## src/rtl/cwr_pkg.sv

```systemverilog
package cwr_pkg;

  // fixed port widths
  localparam int FIELD_W   = 32;
  localparam int STATUS_W  = 3;
  localparam int CFG_IDX_W = 2;

  // result status codes
  localparam logic [STATUS_W-1:0] ST_OK         = 3'd0;
  localparam logic [STATUS_W-1:0] ST_NONE       = 3'd1;
  localparam logic [STATUS_W-1:0] ST_ZERO_SPAN  = 3'd2;
  localparam logic [STATUS_W-1:0] ST_BAD_CONFIG = 3'd3;
  localparam logic [STATUS_W-1:0] ST_TOO_LONG   = 3'd4;

  // configuration register indexes
  localparam logic [CFG_IDX_W-1:0] REG_REF_LEN = 2'd0;
  localparam logic [CFG_IDX_W-1:0] REG_WIN_LEN = 2'd1;
  localparam logic [CFG_IDX_W-1:0] REG_STRIDE  = 2'd2;
  localparam logic [CFG_IDX_W-1:0] REG_COUNT   = 2'd3;

  // control travelling alongside each transaction
  typedef struct packed {
    logic                valid;
    logic [STATUS_W-1:0] status;
  } cwr_ctrl_t;

endpackage

```

## src/rtl/cwr_front.sv

```systemverilog
module cwr_front #(
  parameter int POSITION_BITS = 32
) (
  input  logic                     clk,
  input  logic                     rst_n,
  input  logic                     in_valid,
  input  logic [POSITION_BITS-1:0] occ_start,
  input  logic [POSITION_BITS-1:0] occ_span,
  input  logic [POSITION_BITS-1:0] ref_len,
  input  logic [POSITION_BITS-1:0] win_len,
  input  logic [POSITION_BITS-1:0] stride,
  input  logic [POSITION_BITS-1:0] count,
  output cwr_pkg::cwr_ctrl_t       ctrl_o,
  output logic [POSITION_BITS-1:0] min_start_o,
  output logic [POSITION_BITS-1:0] max_start_o
);
  import cwr_pkg::*;

  localparam int P = POSITION_BITS;

  cwr_ctrl_t        a_ctrl_r, a_ctrl_nxt;
  logic [P-1:0]     a_start_r;
  logic [P-1:0]     a_min_r, a_min_nxt;
  logic [2*P-1:0]   a_prod_r, a_prod_nxt;
  logic [P:0]       occ_end;
  logic [P:0]       min_wide;

  cwr_ctrl_t        b_ctrl_r, b_ctrl_nxt;
  logic [P-1:0]     b_min_r;
  logic [P-1:0]     b_max_r, b_max_nxt;

  // stage A: error checks in priority order, earliest window start, last window start
  always_comb begin
    occ_end  = {1'b0, occ_start} + {1'b0, occ_span};
    min_wide = (occ_end > {1'b0, win_len}) ? occ_end - {1'b0, win_len} : '0;
    a_min_nxt = min_wide[P-1:0];
    a_prod_nxt = {{P{1'b0}}, count - P'(1)} * {{P{1'b0}}, stride};
    a_ctrl_nxt.valid = in_valid;
    if (occ_span == '0) begin
      a_ctrl_nxt.status = ST_ZERO_SPAN;
    end else if (win_len == '0 || stride == '0 || count == '0 || ref_len == '0) begin
      a_ctrl_nxt.status = ST_BAD_CONFIG;
    end else if (occ_span > win_len) begin
      a_ctrl_nxt.status = ST_TOO_LONG;
    end else if (occ_start >= ref_len || occ_end > {1'b0, ref_len}) begin
      a_ctrl_nxt.status = ST_NONE;
    end else begin
      a_ctrl_nxt.status = ST_OK;
    end
  end

  always_ff @(posedge clk) begin
    if (!rst_n) begin
      a_ctrl_r <= '0;
    end else begin
      a_ctrl_r <= a_ctrl_nxt;
    end
    a_start_r <= occ_start;
    a_min_r   <= a_min_nxt;
    a_prod_r  <= a_prod_nxt;
  end

  // stage B: clamp the start to the last window start, check for an empty span
  always_comb begin
    b_max_nxt  = ({{P{1'b0}}, a_start_r} < a_prod_r) ? a_start_r : a_prod_r[P-1:0];
    b_ctrl_nxt = a_ctrl_r;
    if (a_ctrl_r.status == ST_OK && a_min_r > b_max_nxt) begin
      b_ctrl_nxt.status = ST_NONE;
    end
  end

  always_ff @(posedge clk) begin
    if (!rst_n) begin
      b_ctrl_r <= '0;
    end else begin
      b_ctrl_r <= b_ctrl_nxt;
    end
    b_min_r <= a_min_r;
    b_max_r <= b_max_nxt;
  end

  assign ctrl_o      = b_ctrl_r;
  assign min_start_o = b_min_r;
  assign max_start_o = b_max_r;

endmodule

```

## config.mk

```make
export PLATFORM = sky130hd
export DESIGN_NAME = cwr_front
export DESIGN_NICKNAME = d
export VERILOG_FILES = /design/src/rtl/cwr_pkg.sv /design/src/rtl/cwr_front.sv
export SDC_FILE = /design/constraint.sdc
export NUM_CORES = 2
export LEC_CHECK = 0
export ABC_AREA = 1
export BUFFER_PORTS_ARGS = -buffer_cell sky130_fd_sc_hd__buf_2
export CAP_MARGIN = 20
export CORE_ASPECT_RATIO = 1.25
export CORE_MARGIN = 4
export CORE_UTILIZATION = 55
export DETAILED_ROUTE_END_ITERATION = 12
export GPL_TIMING_DRIVEN = 0
export PLACE_DENSITY_LB_ADDON = 0.15
export SLEW_MARGIN = 30
export SYNTH_ARGS = -nofsm -noshare
export SYNTH_HDL_FRONTEND = slang
export SYNTH_SLANG_ARGS = --single-unit
```

## constraint.sdc

```tcl
create_clock -name clk -period 17.1 [get_ports clk]
set_input_delay 3.42 -clock clk [delete_from_list [all_inputs] [get_ports clk]]
set_output_delay 3.42 -clock clk [all_outputs]
set_load 0.05 [all_outputs]
```

== Word-level counts from Yosys, hierarchy flattened ==
Index checks and enable logic that the tools add are counted.
Cells by class
  add/sub/neg operators: 3
  $mul: 1
  magnitude comparators: 6
  muxes and demuxes: 6
  bitwise operators: 1
  reductions and logical operators: 14
Operators with widths (count)
  zero test 32 bit: 5
  greater-than comparator 33 x 32 -> 1 bit: 2
  greater-than comparator 32 bit: 2
  < comparator 32 x 64 -> 1 bit: 1
  multiplier 32 x 32 -> 64 bit: 1
  adder 32 x 32 -> 33 bit: 1
  greater-or-equal comparator 32 bit: 1
  two-way mux 32 bit: 1
  subtractor 32 x 1 -> 32 bit, second input constant: 1
  subtractor 32 bit: 1
  logical OR 1 bit: 4
  two-way mux 2 bit: 2
  OR reduction 2 bit: 2
  zero test 3 bit: 1
  two-way mux 3 bit: 1
  OR reduction 3 bit: 1
  two-way mux 1 bit: 2
  logical AND 1 bit: 1
  NOT 1 bit: 1
Word-level totals
  register bits after elaboration: 200
  bits of input ports: 195

== Logic depth before layout (Yosys ltp) ==
  depth in word-level cells: 7
  gate-level depth with buffers: 44
  gate-level depth less buffers: 43

== Worst setup path before layout ==
No wires, ideal clock.
  path type: in2reg
  start: input port count[0]
  end: register a_prod_r[63]
  library setup time: 0.117 ns
  data arrival time: 10.614 ns
  slack: 6.369 ns
  stages on the path: 37
  path buffers: 2
  path through: buf_2 > clkinv_1 > ha_1 > nand2_1 > inv_1 > nand2_1 > inv_1 > nand3_1 > inv_1 > or2_2 > nand2_2 > clkbuf_1 > nor2_1 > fa_1 > inv_1 > fa_1 > fa_1 > fa_1 > inv_1 > fa_1 > fa_1 > fa_1 > fa_1 > ha_1 > nand2_1 > nor2_1 > inv_1 > nor2_1 > inv_1 > nor3_1 > nand3_1 > nand3_1 > nand2_1 > inv_1 > nor2_1 > nand2_1 > nand2_1
Between the ends
  cells in the longest elaborated chain, start to end: 2
RTL lines
  from (decl): line cwr_front.sv:12  | input logic [POSITION_BITS-1:0] count,
  subtractor 32 x 1 -> 32 bit: line cwr_front.sv:37  | a_prod_nxt = {{P{1'b0}}, count - P'(1)} * {{P{1'b0}}, stride};
  multiplier 32 x 32 -> 64 bit: line cwr_front.sv:37
  via a_prod_nxt[63]: line cwr_front.sv:24  | logic [2*P-1:0] a_prod_r, a_prod_nxt;
  to (signal assigned): line cwr_front.sv:60  | a_prod_r <= a_prod_nxt;
  to (decl): line cwr_front.sv:24
The timed path passes the listed nets, and every way through them passes these cells.
A chain may end at the register's enable or synchronous reset.

== Worst setup path after layout ==
  start: input port count[0]
  end: register a_prod_r[60]
The elaborated chain is that of the path after synthesis.

==> results.ini <==
[status]
outcome = complete, no violations

[cts]
cts.clk_slew.worst_paths_ns = 0.08
clock_tree.root_cell = clkbuf_16
clk_path_buf_depth = 2
clock_sinks = 200
clock_latency_ns = 0.47
cts_resized = 0
cts_hold_buffers = 0
cts_tree = done
cts-buffers-inserted = 17
cts_max_level = 4
post-cts-setup-buffers = 0

[global_routing]
track_usage = 0.436
grt_pass1_wl_um = 280000
grt.overflow.total = 0
grt_pass1_vias = 43533
antenna_found_initial = 20
grt_max_degree = 23

[final_layout]
fin_nets = 7756
syn_to_final_growth_pct = 7.07
fillerInstances = 7992
drive_above_1_share = 0.0619

[die]
fp.dieArea_sq_um = 89500
core-area_sq_um = 84100
fp-row-count = 119
die_y_um = 334
die_x_um = 268
initial_utilization = 0.554
ios = 263

[placement]
portBuffers = 249
globalplace.congestion = 1.10
dp_hpwl_um = 168000

[synthesis]
synth_edf_count = 0
synth_area_sq_um = 46600
ys_seq_elements = 200
postSynthCellCount = 5905
synth.area.top_cells = fa_1, ha_1, inv_1
synth_cell_types = 58
synth_ff_type = dfxtp_1
syn_nets = 7485
synth_top_area_share = 0.386
avgSynthCellArea_sq_um = 7.90
yosysSeqAreaShare = 0.0859
synth_area_leader_cell = fa_1
async_flop_share = 0
ys_warn_count = 0

[worst_setup_path]
critical_path_required_ns = 17.46
crit_type = input pin to register
cp_max_fo = 10
slowest_delay_ns = 0.76
cp.arrival_ns = 14.42
cp-end-kind = register
start_kind = input pin
slowest_stage = clkinv_1

[sta]
setup_viol = 0
hold_slack_ns = 0.363
drv_slew = 0
final-hold-violation-count = 0
setup-tns-final_ns = 0
max_freq_mhz = 71.2
worst_pin_slew_ns = 1.11
finalCriticalPeriod_ns = 14.05
final.setup_skew_ns = 0.0129
slew_headroom = 0.255
period_share = 0.822
rsz0062_at_grt = false

[job]
maxCapViolCount = 0

[drt]
wl_per_cell_um = 26.6
drcViolationCount = 0
first_iter_violations = 3411
vias = 42003
ant_nets = 0
viasPerCell = 5.76
wl_um = 194000
first_pass_iters = 5

[min_path]
hold_class = register to register

routing by layer:
layer | vias to the layer above | global-route usage | part of all wire
met2 | 2402 | 0.702 | 0.45
met3 | 834 | 0.0994 | 0.094
met5 | - | 0 | 0.00021
met1 | 20411 | 0.474 | 0.33
li1 | 18350 | - | -
met4 | 6 | 0.400 | 0.12
logic make-up after synthesis:
family	share of synthesized area
AO/OA/AOI/OAI	0.0588
XOR/XNOR	0.0210
adder cells (fa/ha/maj)	0.516
buffers and inverters	0.123
flip-flops	0.0859
AND/OR/NAND/NOR	0.195
layout by cell type, fill, tap and decap left out, drive strengths merged, types with 40 or more instances in the layout:
master / count
clkbuf: 173
nand4: 52
a21oi: 242
fa: 898
inv: 1305
o21ai: 112
nand3: 190
nor2: 790
ha: 487
dfxtp: 200
buf: 292
xnor2: 40
xor2: 72
nand2: 1083
sequential cells by signal (all words and copies together) (netlist names):
signal,flops
a_ctrl_r,4
min_start_o,32
ctrl_o,4
max_start_o,32
a_min_r,32
a_start_r,32
a_prod_r,64
path summary, 6_finish.rpt:
kind,to,start,slack [ns],cells past startpoint
min reg2reg,min_start_o[26],a_min_r[26],0.36,0
max,a_prod_r[60],count[0],3.05,32
min,min_start_o[26],a_min_r[26],0.36,0
max reg2reg,ctrl_o[2],a_prod_r[7],12.49,20
final cells by class:
cell class | instances | area [sq um] | share of cell area
Timing Repair Buffer | 252 | 1280 | 0.0257
Buffer | 196 | 820 | 0.0164
Multi-Input combinational cell | 4198 | 36900 | 0.739
Antenna cell | 9 | 22.5 | 0.000451
Clock inverter | 15 | 183 | 0.00366
Clock buffer | 17 | 425 | 0.00852
Sequential cell | 200 | 4000 | 0.0802
Inverter | 1311 | 4920 | 0.0986
Tap cell | 1089 | 1360 | 0.0273
through the flow:
stage          instances   util  setup WS (ns)  cell area (sq um)
2_1_floorplan       5905      -           6.37              46600
3_3_place_gp        7243  0.585           3.02              49200
3_5_place_dp        7245  0.586           2.97              49300
4_1_cts             7277  0.593           3.44              49900
5_1_grt             7278  0.593           2.95              49900
6_report            7287  0.593           3.05              49900
worst max-delay path: cells and delay by family:
family          cells  cell delay [ns]
compound gates      5             1.42
simple gates        9             1.46
buf+inv             8             2.87
fa+ha+maj          10             5.19
synthesized netlist by cell type, types with 6 or more instances:
cell type,n
a211oi_1,9
a21boi_0,17
a21o_1,19
a21oi_1,242
a31oi_1,19
buf_1,8
buf_2,28
clkbuf_1,156
clkinv_1,17
dfxtp_1,200
fa_1,898
ha_1,487
inv_1,1288
nand2_1,1074
nand3_1,188
nand4_1,51
nor2_1,775
nor2_4,12
nor3_1,35
nor4_1,38
o21a_1,14
o21ai_0,109
o21bai_1,23
o221ai_1,6
or2_2,14
xnor2_1,40
xor2_1,72
Power is left out: the tool's default activity adds up to more than one toggle a clock period on the data nets, which glitch-free logic cannot reach.
