## config.mk

```make
export PLATFORM = sky130hd
export DESIGN_NAME = cwr_div_cell
export DESIGN_NICKNAME = d
export VERILOG_FILES = /design/src/rtl/cwr_pkg.sv /design/src/rtl/cwr_div_cell.sv
export SDC_FILE = /design/constraint.sdc
export NUM_CORES = 1
export LEC_CHECK = 0
export BUFFER_PORTS_ARGS = -buffer_cell sky130_fd_sc_hd__buf_2
export CAP_MARGIN = 20
export CORE_ASPECT_RATIO = 1.5
export CORE_UTILIZATION = 35
export CTS_CLUSTER_DIAMETER = 150
export CTS_CLUSTER_SIZE = 10
export DETAILED_ROUTE_END_ITERATION = 16
export SYNTH_ARGS = -nofsm -noshare
export SYNTH_HDL_FRONTEND = slang
export SYNTH_SLANG_ARGS = --single-unit
```

## constraint.sdc

```tcl
create_clock -name clk -period 2.57 [get_ports clk]
set_input_delay 0.257 -clock clk [delete_from_list [all_inputs] [get_ports clk]]
set_output_delay 0.257 -clock clk [all_outputs]
set_load 0.02 [all_outputs]
```

## src/rtl/cwr_pkg.sv

```systemverilog
package cwr_pkg;

  // fixed port widths
  localparam int FIELD_W   = 32;
  localparam int STATUS_W  = 3;
  localparam int CFG_IDX_W = 2;

  // result status codes
  localparam logic [STATUS_W-1:0] ST_OK         = 3'd0;
  localparam logic [STATUS_W-1:0] ST_NONE       = 3'd1;
  localparam logic [STATUS_W-1:0] ST_ZERO_SPAN  = 3'd2;
  localparam logic [STATUS_W-1:0] ST_BAD_CONFIG = 3'd3;
  localparam logic [STATUS_W-1:0] ST_TOO_LONG   = 3'd4;

  // configuration register indexes
  localparam logic [CFG_IDX_W-1:0] REG_REF_LEN = 2'd0;
  localparam logic [CFG_IDX_W-1:0] REG_WIN_LEN = 2'd1;
  localparam logic [CFG_IDX_W-1:0] REG_STRIDE  = 2'd2;
  localparam logic [CFG_IDX_W-1:0] REG_COUNT   = 2'd3;

  // control travelling alongside each transaction
  typedef struct packed {
    logic                valid;
    logic [STATUS_W-1:0] status;
  } cwr_ctrl_t;

endpackage

```

## src/rtl/cwr_div_cell.sv

```systemverilog
module cwr_div_cell #(
  parameter int POSITION_BITS = 32
) (
  input  logic                     clk,
  input  logic                     rst_n,
  input  logic [POSITION_BITS-1:0] stride,
  input  cwr_pkg::cwr_ctrl_t       ctrl_i,
  input  logic [POSITION_BITS-1:0] rem_lo_i,
  input  logic [POSITION_BITS-1:0] dvd_lo_i,
  input  logic [POSITION_BITS-1:0] rem_hi_i,
  input  logic [POSITION_BITS-1:0] dvd_hi_i,
  output cwr_pkg::cwr_ctrl_t       ctrl_o,
  output logic [POSITION_BITS-1:0] rem_lo_o,
  output logic [POSITION_BITS-1:0] dvd_lo_o,
  output logic [POSITION_BITS-1:0] rem_hi_o,
  output logic [POSITION_BITS-1:0] dvd_hi_o
);
  import cwr_pkg::*;

  localparam int P = POSITION_BITS;

  cwr_ctrl_t    ctrl_r;
  logic [P-1:0] rem_lo_r, rem_lo_nxt, dvd_lo_r, dvd_lo_nxt;
  logic [P-1:0] rem_hi_r, rem_hi_nxt, dvd_hi_r, dvd_hi_nxt;
  logic [P:0]   sh_lo, sh_hi, diff_lo, diff_hi;
  logic         q_lo, q_hi;

  // one restoring step per lane: shift in the next dividend bit, trial subtract
  always_comb begin
    sh_lo   = {rem_lo_i, dvd_lo_i[P-1]};
    sh_hi   = {rem_hi_i, dvd_hi_i[P-1]};
    diff_lo = sh_lo - {1'b0, stride};
    diff_hi = sh_hi - {1'b0, stride};
    q_lo    = (sh_lo >= {1'b0, stride});
    q_hi    = (sh_hi >= {1'b0, stride});
    rem_lo_nxt = q_lo ? diff_lo[P-1:0] : sh_lo[P-1:0];
    rem_hi_nxt = q_hi ? diff_hi[P-1:0] : sh_hi[P-1:0];
    dvd_lo_nxt = {dvd_lo_i[P-2:0], q_lo};
    dvd_hi_nxt = {dvd_hi_i[P-2:0], q_hi};
  end

  always_ff @(posedge clk) begin
    if (!rst_n) begin
      ctrl_r <= '0;
    end else begin
      ctrl_r <= ctrl_i;
    end
    rem_lo_r <= rem_lo_nxt;
    dvd_lo_r <= dvd_lo_nxt;
    rem_hi_r <= rem_hi_nxt;
    dvd_hi_r <= dvd_hi_nxt;
  end

  assign ctrl_o   = ctrl_r;
  assign rem_lo_o = rem_lo_r;
  assign dvd_lo_o = dvd_lo_r;
  assign rem_hi_o = rem_hi_r;
  assign dvd_hi_o = dvd_hi_r;

endmodule

```

======== Word level (Yosys, flattened, before mapping) ========
Cells that the tools add are included.
storage, ports and cells
  register bits ........................... 132
  input bits .............................. 166
  output and inout port bits .............. 132
  word-level logic and storage cells ...... 12
operators by class
  $add $sub $neg .......................... 2
  magnitude comparators ................... 2
  multiplexer cells ....................... 2
operators by type and width
  operator                                      count
  greater-or-equal comparator 33 x 32 -> 1 bit  2
  2-to-1 mux 32 bit                             2
  subtractor 32 bit                             2

======== Depth between registers and ports, before layout ========
  word-level depth ........................ 2
  depth in mapped cells ................... 13
  depth with buffers taken out ............ 11

======== Least setup slack after synthesis ========
No wires, ideal clock.
  path kind ............................... input port to flip-flop
  from .................................... input stride[7]
  to ...................................... register rem_hi_r[26] (netlist: rem_hi_o[26])
  library setup time ...................... 0.123 ns
  arrival time ............................ 2.531 ns
  required time ........................... 2.447 ns
  path slack .............................. -0.084 ns
  stages on the path ...................... 12
  buffers on the path ..................... 2
  path through ............................ inv_1 -> ha_1 -> buf_2 -> nand4_1 -> nor3b_2 -> o21ai_1 -> a21oi_4 -> a22oi_1 -> o311a_1 -> o31ai_4 -> buf_6 -> mux2_1
on the way
  cells in the longest elaborated chain, start to end .. 2
  elaborated cells between the ends (all ways) .. 3
  those cells by class .................... add/sub: 1; order compare: 1; mux: 1
RTL lines
  what                                          line                source
  start, declared                               cwr_div_cell.sv:6   input logic [POSITION_BITS-1:0] stride,
  greater-or-equal comparator 33 x 32 -> 1 bit  cwr_div_cell.sv:35  q_hi = (sh_hi >= {1'b0, stride});
  net q_hi                                      cwr_div_cell.sv:26  logic q_lo, q_hi;
  2-to-1 mux 32 bit                             cwr_div_cell.sv:37  rem_hi_nxt = q_hi ? diff_hi[P-1:0] : sh_hi[P-1:0];
  net rem_hi_nxt[26]                            cwr_div_cell.sv:24  logic [P-1:0] rem_hi_r, rem_hi_nxt, dvd_hi_r, dvd_hi_nxt;
  end signal, assigned                          cwr_div_cell.sv:50  rem_hi_r <= rem_hi_nxt;
  end, declared                                 cwr_div_cell.sv:24
The timed path passes the listed nets, and every way through them passes these cells.
A chain may end at the register's enable or synchronous reset.

======== Worst setup path after layout ========
  from .................................... input stride[1]
  to ...................................... register rem_hi_r[31] (netlist: rem_hi_o[31])
on the way
  cells in the longest elaborated chain, start to end .. 2
  elaborated cells between the ends (all ways) .. 3
  those cells by class .................... add/sub: 1; order compare: 1; mux: 1
RTL lines
  what                                                                               line
  subtractor 32 bit or greater-or-equal comparator 33 x 32 -> 1 bit (tied branches)  cwr_div_cell.sv:33, cwr_div_cell.sv:35
  2-to-1 mux 32 bit (*)                                                              cwr_div_cell.sv:37
  net rem_hi_nxt[31]                                                                 cwr_div_cell.sv:24
Mark *: on every way through the listed nets, which the timed path passes. The rest lies on a longest branch.

==> qor.yml <==
overflow: 0
via_per_inst: 4.946
share_seq_of_total_power: 0.319
critPathMaxFanout: 26
fin_nets: 1563
path_buf_inv: 3
post_cts_buffers: 0
finalNonFillerCells: 1607
cts_buffers: 17
synth_compound_area_frac: 0.2102
synth-main-ff-cell: "dfxtp_1"
ys_ff_latch: 132
final_util: 0.5760
max_stage_delay_ns: 0.36
cp_top_family: "compound AO/OA/AOI/OAI gates"
fmaxAchievable_mhz: 410.8
highest_layer: "met5"
crit_chain: "buf_2 -> inv_1 -> ha_1 -> nor2b_1 -> o211a_1 -> o21ai_2 -> a21oi_4 -> a22oi_1 -> o311a_1 -> o31ai_4 -> buf_12 -> mux2_2"
p_clk_frac: 0.341
path_clk_slew_ns: 0.06
crit_type: "in2reg"
track_usage: 0.2587
synth-edff-count: 0
critical_path_arrival_ns: 2.74
place.gp.congestion: 0.9084
start_util: 0.3609
postPlaceCellArea_sq_mm: 0.01023
numClockSinks: 132
combPwrFrac: 0.340
rows: 63
dpl.cell_count: 1510
drcViolationCount: 0
drive_above_1_share: 0.3921
syn-num-nets: 1050
stdcell_area_sq_mm: 0.01149
finalSetupTns_ns: 0
hold_end: "ctrl_o[1]$_SDFF_PN0_"
slew_headroom: 0.7012
ys_seq_area_frac: 0.3671
synth_top_family_by_area: "compound AO/OA/AOI/OAI gates"
synthCells: 818
grt_pass1_wl_microns: 41010
m1WireLength_microns: 10320
drv_slew: 0
synthMuxAreaShare: 0.05215
io_pins: 298
yosysWarnings: 0
synth_xor_area_frac: 0.06084
dp_hpwl_microns: 21990
route.final.wire_length_microns: 27400
hp-class: "in2reg"
syn_avg_cell_area_sq_um: 8.800
fin_crit_sh: 0.9472
setup_ws_ns: 0.1356
coreArea_sq_mm: 0.01994
final.min_clock_period_ns: 2.434
first_pass_iters: 4
hold_slack_ns: 0.04828
dieArea_sq_mm: 0.02116
slowest_stage: "mux2_2"
die_height_microns: 177.6
h-tree-depth: 4
die_w_microns: 119.1
clock_path_buffers: 2
peakVddDrop_v: 0.0004718
p_leak_nw: 5.785
cp-start-kind: "input port"
switching_share: 0.3208
via_count: 7949
status: "finished clean"
drt_iter0_drc: 296
power_mw: 7.609
wl_met3_microns: 1900
drv_cap: 0
hp-start: "ctrl_i[1]"
tritoncts: "built"
port_buffers: 297
drtAntennaViolNets: 0
required_ns: 2.87
dp_slack_ns: -0.2528
finalSetupViolCount: 0
synth_adder_area_share: 0.1168
root_buffer: "clkbuf_16"
synthDistinctLibCells: 63
wl_per_cell_microns: 17.05
grt_pass1_vias: 7922
synthArstFlopShare: 0
hold_depth: 2
yosys.area_share.simple: 0.1434
p_int_mw: 5.168
syn_to_final_growth_pct: 59.59
hold_violations: 0
crit_path_end_kind: "flip-flop"
grt_max_degree: 29
switchingPower_mw: 2.441
met2_length_microns: 13940
cellPowerDensity_mw_per_mm2: 662.4
syn-cell-area_sq_mm: 0.007198
rsz0062_at_grt: "false"
worst_slew_pin_slew_ns: 0.4473
antenna_found_initial: 5
==> placed cells by master, fill, tap and decap left out, types with 4 or more instances in the layout <==
cell,netlist,final
a31o_2,6,6
buf_2,6,297
nor2_1,44,44
nand2_1,88,88
a211oi_1,7,7
and3_1,6,6
o21bai_1,9,9
a31oi_1,4,4
inv_1,49,46
clkbuf_16,0,17
o21a_1,8,8
nor3_1,7,7
mux2_1,25,20
nand2b_1,4,4
dlygate4sd3_1,0,62
ha_1,64,61
a21oi_1,59,59
mux2_4,0,5
o31ai_1,6,6
a21o_1,29,29
buf_4,1,169
xnor2_1,31,31
and2_1,6,6
xor2_1,19,19
bufinv_16,0,4
o21ai_0,64,64
nor2b_1,10,10
mux2i_1,6,6
nand3_1,18,18
dfxtp_1,132,132
nand4_1,19,19
o211ai_1,5,5
==> cells by family after synthesis <==
family / after synthesis
simple gates: 218
buf+inv: 86
flops: 132
mux: 34
compound gates: 232
fa+ha+maj: 66
xor+xnor: 50
==> cell usage after synthesis, types with 5 or more instances <==
master      n  area, sq um
a211oi_1    7        52.55
a21o_1     29        217.7
a21oi_1    59        295.3
a31o_2      6        52.55
and2_1      6        37.54
and3_1      6        37.54
buf_2       6        30.03
clkbuf_1   26        97.59
dfxtp_1   132         2643
ha_1       64        800.8
inv_1      49        183.9
mux2_1     25        281.5
mux2i_1     6        60.06
nand2_1    88        330.3
nand3_1    18        90.09
nand4_1    19        118.9
nor2_1     44        165.2
nor2b_1    10        62.56
nor3_1      7        35.03
o211ai_1    5        37.54
o21a_1      8        60.06
o21ai_0    64        320.3
o21bai_1    9        67.56
o31ai_1     6        45.04
xnor2_1    31        271.5
xor2_1     19        166.4
==> what timing repair did <==
action | CTS | global route
gates resized for setup | 0 | 1
endpoints found under the setup margin | 0 | 1
hold buffers | 62 | 0
hold endpoints to repair | 62 | 0
==> per-layer routing <==
metal  track usage  vias up
li1              -     3952
met1        0.2603     3605
met2        0.4823      326
met3       0.06170       60
met4        0.1477        6
met5             0        -
==> registers in the layout, indices dropped and copies added, names as in the netlist <==
name,cells
rem_lo_o,32
ctrl_o,4
dvd_hi_o,32
rem_hi_o,32
dvd_lo_o,32
==> how the worst max path moves through the flow <==
stage	start	endpoint	cells after the start	slack [ns]
2_1_floorplan	stride[9]	rem_hi_o[26]$_DFF_P_	12	-0.01
3_3_place_gp	dvd_lo_i[31]	rem_lo_o[26]$_DFF_P_	12	-0.27
3_5_place_dp	stride[1]	rem_hi_o[31]$_DFF_P_	12	-0.25
4_1_cts	stride[1]	rem_hi_o[31]$_DFF_P_	12	0.20
5_1_grt	stride[14]	rem_hi_o[31]$_DFF_P_	12	0.10
6_report	stride[1]	rem_hi_o[31]$_DFF_P_	12	0.14
==> area by class of cell <==
type	count	area, sq um
antenna	3	7.507
multi-input combinational	600	4267
fill	1807	8456
clock buffer	20	446.7
tap	260	325.3
timing repair buffer	531	3436
sequential	132	2643
inverter	49	183.9
clock inverter	12	178.9
==> power by group through the flow <==
stage	clock [mW]	combinational (mW)	sequential (mW)
floorplan	0	1.03	2.83
global placement	0	2.48	2.47
detailed placement	0	2.49	2.47
CTS	2.66	2.58	2.43
global route	2.74	2.80	2.45
finish	2.60	2.58	2.43
Power figures use the tool's default switching activity.
